$ cat src/mwm_pkg.sv
// mwm_pkg: shared types, widths, codes and the microcode table of the
// mecanum wheel mixer. No dependencies.
`default_nettype none

package mwm_pkg;

  localparam int DUTY_BITS  = 8;
  localparam int IN_W       = 16;
  localparam int GAIN_W     = 16;
  localparam int CFG_W      = 16;
  localparam int CFG_IDX_W  = 1;
  localparam int NUM_WHEELS = 4;
  localparam int WHEEL_W    = 2;
  localparam int PROD_W     = 34;
  localparam int S_W        = 36;
  localparam int MAG_W      = 35;
  localparam int N_W        = MAG_W + DUTY_BITS;
  localparam int CNT_W      = $clog2(DUTY_BITS);
  localparam int PC_W       = 5;

  localparam logic [DUTY_BITS-1:0] DUTY_FULL = {DUTY_BITS{1'b1}};
  localparam logic [MAG_W-1:0]     ONE_Q31   = MAG_W'(1) << 31;
  localparam logic signed [IN_W:0] INV_SQRT2 = 17'sd46341;

  localparam logic [CFG_IDX_W-1:0] CFG_MODE = 1'd0;
  localparam logic [CFG_IDX_W-1:0] CFG_GAIN = 1'd1;

  typedef enum logic [1:0] {
    FUNC_MOVE = 2'd0,
    FUNC_STOP = 2'd1,
    FUNC_SET  = 2'd2,
    FUNC_NOP  = 2'd3
  } func_e;

  typedef enum logic [3:0] {
    OP_DISPATCH,
    OP_MUL_PLUS,
    OP_MUL_MINUS,
    OP_MUL_ROT,
    OP_MIX,
    OP_MAX,
    OP_DEN,
    OP_LOAD_MIX,
    OP_LOAD_SET,
    OP_DIV,
    OP_STORE_MIX,
    OP_STORE_SET,
    OP_CLEAR,
    OP_FINISH
  } op_e;

  typedef enum logic [1:0] {
    C_NEVER,
    C_ALWAYS,
    C_DIV_BUSY,
    C_OUT_BUSY
  } cond_e;

  typedef struct packed {
    op_e              op;
    logic [WHEEL_W-1:0] wheel;
    cond_e            cond;
    logic [PC_W-1:0]  target;
  } ctrl_word_t;

  typedef struct packed {
    logic load;
    logic step;
  } div_ctrl_t;

  typedef struct packed {
    logic                 rev;
    logic [DUTY_BITS-1:0] duty;
  } drive_t;

  localparam logic [PC_W-1:0] PC_MOVE   = 5'd1;
  localparam logic [PC_W-1:0] PC_FINISH = 5'd25;
  localparam logic [PC_W-1:0] PC_STOP   = 5'd26;
  localparam logic [PC_W-1:0] PC_SET    = 5'd27;

  function automatic ctrl_word_t mk(input op_e op, input logic [WHEEL_W-1:0] wheel,
                                    input cond_e cond, input logic [PC_W-1:0] target);
    ctrl_word_t w;
    w.op     = op;
    w.wheel  = wheel;
    w.cond   = cond;
    w.target = target;
    return w;
  endfunction

  function automatic logic [PC_W-1:0] entry_pc(input func_e func);
    logic [PC_W-1:0] pc;
    case (func)
      FUNC_MOVE: pc = PC_MOVE;
      FUNC_STOP: pc = PC_STOP;
      FUNC_SET:  pc = PC_SET;
      default:   pc = PC_FINISH;
    endcase
    return pc;
  endfunction

  // move: products, mix, max search, denominator, then load/divide/store per wheel
  function automatic ctrl_word_t ucode(input logic [PC_W-1:0] pc);
    ctrl_word_t w;
    case (pc)
      5'd0:  w = mk(OP_DISPATCH,  2'd0, C_NEVER,    '0);
      5'd1:  w = mk(OP_MUL_PLUS,  2'd0, C_NEVER,    '0);
      5'd2:  w = mk(OP_MUL_MINUS, 2'd0, C_NEVER,    '0);
      5'd3:  w = mk(OP_MUL_ROT,   2'd0, C_NEVER,    '0);
      5'd4:  w = mk(OP_MIX,       2'd0, C_NEVER,    '0);
      5'd5:  w = mk(OP_MIX,       2'd1, C_NEVER,    '0);
      5'd6:  w = mk(OP_MIX,       2'd2, C_NEVER,    '0);
      5'd7:  w = mk(OP_MIX,       2'd3, C_NEVER,    '0);
      5'd8:  w = mk(OP_MAX,       2'd0, C_NEVER,    '0);
      5'd9:  w = mk(OP_MAX,       2'd1, C_NEVER,    '0);
      5'd10: w = mk(OP_MAX,       2'd2, C_NEVER,    '0);
      5'd11: w = mk(OP_MAX,       2'd3, C_NEVER,    '0);
      5'd12: w = mk(OP_DEN,       2'd0, C_NEVER,    '0);
      5'd13: w = mk(OP_LOAD_MIX,  2'd0, C_NEVER,    '0);
      5'd14: w = mk(OP_DIV,       2'd0, C_DIV_BUSY, 5'd14);
      5'd15: w = mk(OP_STORE_MIX, 2'd0, C_NEVER,    '0);
      5'd16: w = mk(OP_LOAD_MIX,  2'd1, C_NEVER,    '0);
      5'd17: w = mk(OP_DIV,       2'd1, C_DIV_BUSY, 5'd17);
      5'd18: w = mk(OP_STORE_MIX, 2'd1, C_NEVER,    '0);
      5'd19: w = mk(OP_LOAD_MIX,  2'd2, C_NEVER,    '0);
      5'd20: w = mk(OP_DIV,       2'd2, C_DIV_BUSY, 5'd20);
      5'd21: w = mk(OP_STORE_MIX, 2'd2, C_NEVER,    '0);
      5'd22: w = mk(OP_LOAD_MIX,  2'd3, C_NEVER,    '0);
      5'd23: w = mk(OP_DIV,       2'd3, C_DIV_BUSY, 5'd23);
      5'd24: w = mk(OP_STORE_MIX, 2'd3, C_NEVER,    '0);
      5'd25: w = mk(OP_FINISH,    2'd0, C_OUT_BUSY, PC_FINISH);
      5'd26: w = mk(OP_CLEAR,     2'd0, C_ALWAYS,   PC_FINISH);
      5'd27: w = mk(OP_LOAD_SET,  2'd0, C_NEVER,    '0);
      5'd28: w = mk(OP_DIV,       2'd0, C_DIV_BUSY, 5'd28);
      5'd29: w = mk(OP_STORE_SET, 2'd0, C_ALWAYS,   PC_FINISH);
      default: w = mk(OP_FINISH,  2'd0, C_OUT_BUSY, PC_FINISH);
    endcase
    return w;
  endfunction

endpackage

`default_nettype wire

$ cat src/mwm_div.sv
// mwm_div: restoring divider, one quotient bit per step, DUTY_BITS steps.
// Depends on mwm_pkg; driven by the sequencer in the top level.
`default_nettype none

module mwm_div
  import mwm_pkg::*;
(
  input  wire logic                 clk_i,
  input  wire logic                 rst_ni,
  input  wire div_ctrl_t            ctrl_i,
  input  wire logic [N_W-1:0]       num_i,
  input  wire logic [N_W-1:0]       den_i,
  output logic [DUTY_BITS-1:0]      quo_o,
  output logic                      last_o
);

  logic [N_W-1:0]       rem_q, rem_d;
  logic [N_W-1:0]       dsh_q, dsh_d;
  logic [DUTY_BITS-1:0] quo_q, quo_d;
  logic [CNT_W-1:0]     cnt_q, cnt_d;
  logic                 ge;

  assign ge = rem_q >= dsh_q;

  always_comb begin
    rem_d = rem_q;
    dsh_d = dsh_q;
    quo_d = quo_q;
    cnt_d = cnt_q;
    if (ctrl_i.load) begin
      rem_d = num_i;
      dsh_d = den_i;
      quo_d = '0;
      cnt_d = CNT_W'(DUTY_BITS - 1);
    end else if (ctrl_i.step) begin
      rem_d = ge ? rem_q - dsh_q : rem_q;
      dsh_d = dsh_q >> 1;
      quo_d = {quo_q[DUTY_BITS-2:0], ge};
      cnt_d = cnt_q - CNT_W'(1);
    end
  end

  always_ff @(posedge clk_i or negedge rst_ni) begin
    if (!rst_ni) begin
      cnt_q <= '0;
    end else begin
      cnt_q <= cnt_d;
    end
  end

  always_ff @(posedge clk_i) begin
    rem_q <= rem_d;
    dsh_q <= dsh_d;
    quo_q <= quo_d;
  end

  assign quo_o  = quo_q;
  assign last_o = (cnt_q == '0);

endmodule

`default_nettype wire

$ cat config.mk
export PLATFORM = sky130hd
export DESIGN_NAME = mwm_div
export DESIGN_NICKNAME = d
export VERILOG_FILES = /design/src/mwm_pkg.sv /design/src/mwm_div.sv
export SDC_FILE = /design/constraint.sdc
export NUM_CORES = 1
export LEC_CHECK = 0
export BUFFER_PORTS_ARGS = -buffer_cell sky130_fd_sc_hd__buf_2
export CORE_AREA = 3 3 113 115
export CTS_CLUSTER_DIAMETER = 200
export DETAILED_ROUTE_END_ITERATION = 10
export DIE_AREA = 0 0 116 118
export PLACE_DENSITY_LB_ADDON = 0.25
export SLEW_MARGIN = 20
export SYNTH_ARGS = -nofsm -noshare
export SYNTH_HDL_FRONTEND = slang
export SYNTH_SLANG_ARGS = --single-unit
$ cat constraint.sdc
create_clock -name clk_i -period 7.1 [get_ports clk_i]
set_input_delay 1.42 -clock clk_i [delete_from_list [all_inputs] [get_ports clk_i]]
set_output_delay 1.42 -clock clk_i [all_outputs]
set_load 0.01 [all_outputs]
; Word-level counts from Yosys, hierarchy flattened
; Index checks and enable logic that the tools add are counted.
[totals]
ff_bits = 97
inputBits = 90
output_inout_bits = 9
elab_cells = 18
[op_classes]
muxes = 7
order_cmp = 1
addsub = 2
n_reduce_logical = 4
[op_table]
columns = cell, n
row1 = $mux W43, 5
row2 = $ge A43 B43 Y1, 1
row3 = $sub A43 B43 Y43, 1
row4 = $mux W3, 2
row5 = $reduce_bool A2 Y1, 2
row6 = $logic_not A3 Y1, 1
row7 = $sub A3 B1 Y3 const B, 1
row8 = $reduce_and A2 Y1, 1

; Depth between registers and ports, before layout
[logic_depth]
word_depth = 4
ltp_mapped = 13
mapped_depth_nobuf = 13

; Least setup slack after synthesis
; Ideal clock, no wire load.
[synth_path]
path_type = reg2reg
from = register rem_q[1]
to = register rem_q[0] (enable)
path_slack_ns = 1.299
setup_ns = 0.503
stages_incl_launch_ff = 11
arrival_time_ns = 5.298
n_path_buf = 0
required_ns = 6.597
synth_period_minus_slack_ns = 5.801
cell_sequence = edfxtp_1 > ha_1 > nor2b_1 > o31a_4 > o31ai_2 > a211o_1 > a211o_2 > and2_2 > o21ai_1 > a31oi_1 > o21ai_0
[synth_between]
elab_chain_len = 3
[synth_rtl]
columns = element, line_no
row1 = "start, declared", mwm_div.sv:17  ; logic [N_W-1:0] rem_q, rem_d;
row2 = "start signal, assigned", mwm_div.sv:52  ; rem_q <= rem_d;
row3 = $ge A43 B43 Y1, mwm_div.sv:23  ; assign ge = rem_q >= dsh_q;
row4 = $reduce_bool A2 Y1 (no line), --
row5 = $reduce_and A2 Y1 (no line), --
; No other way between the ends.
; A chain may end at the register's enable or synchronous reset.

; Final worst setup path
[layout_path]
from = register rem_q[13]
to = register rem_q[28] (enable)
; Same word-level chain as after synthesis.

==> implementation parameters <==
Parameter                              Value

Worst setup path
  Class of the most critical setup path ... flip-flop to flip-flop
  Critical-path cell list ... ha_1, nand2_1, nor2_1, nand3_1, a211o_1, a211o_2, and2_2, o21ai_1, a31oi_1, o21ai_4, buf_4
  Crit. End Element ... flip-flop
  Critical path's largest stage delay ... 0.59 ns
  Required @ worst endpoint ... 7.11 ns
  Element type at the critical path start ... flip-flop
  Cell with the largest stage delay on the worst path ... o21ai_4
  Worst Path Arrival ... 4.00 ns
  Top fanout value on the critical path ... 25

Floorplan
  Count of pins on the block boundary ... just under 100
  Horizontal extent of the die ... approximately 120 µm
  Rows ... 40
  Placeable Area ... roughly 12,000 µm²
  Area of the die ... 13,700 µm²
  Die H ... 118 µm
  Initial Util ... 54.8%

CTS
  Post-cts sizing count ... 0
  Clk Latency, worst-skew pair ... between 0.3 and 0.4 ns
  Clock root cell ... clkbuf_16
  CTS clk-pin slew, worst paths ... 0.07 ns
  TritonCTS Buffers ... 9
  CTS tree ... done
  Post-CTS setup-driven buffer insertion count ... 0
  # H-tree levels ... 3
  Number of clock sinks seen by CTS ... 97
  Number of buffers inserted for hold repair after clock tree synthesis ... 0
  Clock buffer depth ... 2

Final layout
  Count of antenna diodes in the layout ... 0
  Area grow syn2layout ... 13.5%
  Final #Nets ... 943
  Share of the core filled with cells in the final layout ... 62.2%
  Total area of multi-input combinational cells ... 3350 µm²
  Layout cell share with drive strength beyond 1 ... 15.9%
  Count of placed standard cells in the final layout, fillers left out ... between 900 and 1k
  Fill cell total of the finished layout ... 1,010
  Sequential cell area ... 2820 µm²

Power and ir drop
  Share of power burned in combinational logic ... roughly 50%
  Proportion of power drawn by the clock network ... 19.1%
  Areal power density over the cells ... roughly 370 nW/µm²
  P_int ... 1.67 mW
  Share of power burned in registers ... between 30% and 40%
  Peak supply drop ... 166 µV
  Static leakage ... 3.26 nW
  Net switching fraction of the power ... approximately two fifths
  Net Sw Power ... 1.07 mW

Global routing
  Largest net degree at the start of global routing ... 92
  Met3 GRT Util ... 4.11%
  Wire length of the first global-routing pass ... 25.7 mm
  GR Layer Usage met1 ... roughly 34%
  Fraction of met2 tracks used by global routing ... 35.8%
  Combined global-route utilization of all metal layers ... 23.4%
  Overall overflow remaining after global route ... 0
  Number of global-route vias before repair ... ~5.4k
  Grt peak-use layer ... met2
  Initial antenna violation count ... 0

Synthesis
  Number of flops mapped to enable cells by yosys ... 86
  Post-synthesis sequential element count ... 97
  Synth Area per Inst ... 8.90 µm²
  Library cell occupying the most area in the post-synthesis netlist ... edfxtp_1
  Commonest register cell after synthesis ... edfxtp_1
  Number of warning messages in the yosys log ... 0
  Yosys cell types ... 65
  Synthesized instance count ... 733
  Share of the synthesized area in the top cell type ... 39.6%
  Synth Cell Area ... 6530 µm²
  Share of synthesized registers carrying an async set or reset ... 3.09%
  Synthesized net count ... ~870
  Sequential element share of the synthesized area ... 43.2%
  Leading cell types by total area after synthesis ... edfxtp_1 40%, ha_1 8.6%, o21ai_0 7.4%, nand2_1 6.8%, a21oi_1 3.8%

Detailed routing
  Number of nets with antenna violations after routing ... 0
  Vias per Instance ... ~5.8
  Wire length per cell ... about 16 µm
  DRT Pass-1 Iters ... 5
  Final WL ... between 15 and 20 mm
  Count of routing violations after the opening detailed-route iteration ... between 300 and 400
  Final routed DRC violation total ... 0
  Vias ... 5,541

Timing
  Setup repair after global routing missed its margin ... false
  Headroom to the max-slew limit ... between 40 and 50%
  Worst clock skew on the final layout ... 0.00796 ns
  Number of slew-limit violations in the final report ... 0
  Fmax achieved ... 250 MHz
  Transition time at the pin with the least slew margin ... 0.779 ns
  Tcrit/Tclk final ... 56.2%
  Count of endpoints failing setup in the final report ... 0
  Count of final hold-check violations ... 0
  Clock period minus final worst setup slack ... between 3 and 4 ns
  Worst setup slack after layout ... 3.11 ns
  Setup TNS after final layout ... 0 ns

Job
  Number of maximum-capacitance violations ... 0

Placed design
  Final estimated routing congestion in global placement ... about 0.88
  Instance count after placement with tap cells included ... 943
  Count of input and output buffers ... 98
  Half-perimeter wire length of the detailed placement result ... 11.4 mm
  Pre-CTS setup slack ... 3.13 ns

Status
  Outcome ... finished clean

Worst hold path
  Path type of the worst min-delay path ... flip-flop to flip-flop
## state kept, by name, indices dropped and copies added (netlist names)
signal	count
dsh_q	43
rem_q	43
quo_o	8
cnt_q	3
## cells in the mapped netlist (all sizes together), types with 13 or more instances
cell type  count
xnor2         19
a21o          20
a21oi         50
nor3          13
edfxtp        86
inv           62
nand2        120
nand4         14
o21ai         99
nor2          41
clkbuf        30
ha            45
## kinds of logic after synthesis
group                    Yosys count  share of synthesized area [%]
AO/OA/AOI/OAI                    230                           21.5
XOR/XNOR                          31                           4.16
adder cells (fa/ha/maj)           46                           8.94
buffers and inverters             99                           5.77
flip-flops                        97                           43.2
multiplexers                       8                           1.25
AND/OR/NAND/NOR                  222                           15.2
## final cells by class
class,count,share of cell area [%]
clock buffer,12,3.33
clock inverter,4,0.912
inverter,62,3.14
multi-input combinational,537,45.2
sequential,97,38.0
tap,147,2.48
timing repair buffer,100,6.86
## worst paths after layout
check                                           start               endpoint  slack (ns)  depth (start not counted)
max in group asynchronous                      rst_ni   cnt_q[0]$_DFFE_PN0P_        6.14                          1
min in group asynchronous                      rst_ni   cnt_q[1]$_DFFE_PN0P_        0.86                          1
worst max register to register    rem_q[13]$_DFFE_PP_    rem_q[28]$_DFFE_PP_        3.11                         11
worst min register to register  quo_o[7]$_SDFFE_PP0P_  quo_o[7]$_SDFFE_PP0P_        0.51                          2
worst max-delay path              rem_q[13]$_DFFE_PP_    rem_q[28]$_DFFE_PP_        3.11                         11
worst min-delay path            quo_o[7]$_SDFFE_PP0P_  quo_o[7]$_SDFFE_PP0P_        0.51                          2
## cells in the final DEF, fill, tap and decap left out, types with 3 or more instances in the layout
master	count
mux2i_1	7
inv_1	62
ha_1	45
xnor2_1	19
a21oi_1	50
nor2_1	41
a311oi_1	4
clkbuf_16	9
and2_1	3
o21a_1	3
or3_1	3
a31oi_1	9
a211o_1	3
edfxtp_1	86
nand2_1	117
dfrtp_1	3
a211oi_1	4
o21ai_0	96
buf_4	3
o211ai_1	5
buf_2	97
nand3_1	8
a21o_1	20
o21bai_1	10
xor2_1	12
and3_1	5
o31ai_1	4
nand4_1	14
nor3_1	12
dfxtp_1	8
## power groups by stage
stage	Combinational [mW]	Sequential, mW	Clock, mW
after floorplan	1.05	0.856	0
after global placement	1.31	0.857	0
after detailed placement	1.34	0.864	0
after CTS	1.35	0.854	0.532
after global routing	1.54	0.866	0.556
final	1.36	0.853	0.522
## metal layers
layer | up-vias | part of all wire, %
li1 | 2770 | -
met1 | 2576 | 47
met2 | 169 | 45
met3 | 26 | 6.4
met4 | 0 | 1.5
met5 | - | 0
## stage by stage
step / power (mW) / hold WS (ns) / instance area, µm²
after floorplan: 1.91 / 0.467 / 6530
after global placement: 2.16 / 0.474 / 7090
after detailed placement: 2.20 / 0.493 / 7090
after CTS: 2.74 / 0.508 / 7400
after global routing: 2.96 / 0.535 / 7410
final: 2.74 / 0.507 / 7410
## critical path: cells and delay by family, from the launching register on
kind                     cells  cell delay, ns
flip-flops                   1            0.38
AND/OR/NAND/NOR              4            0.62
adder cells (fa/ha/maj)      1            0.46
AO/OA/AOI/OAI                5            1.72
buffers and inverters        1            0.45
Note: power is estimated with default switching activity, not from simulation.
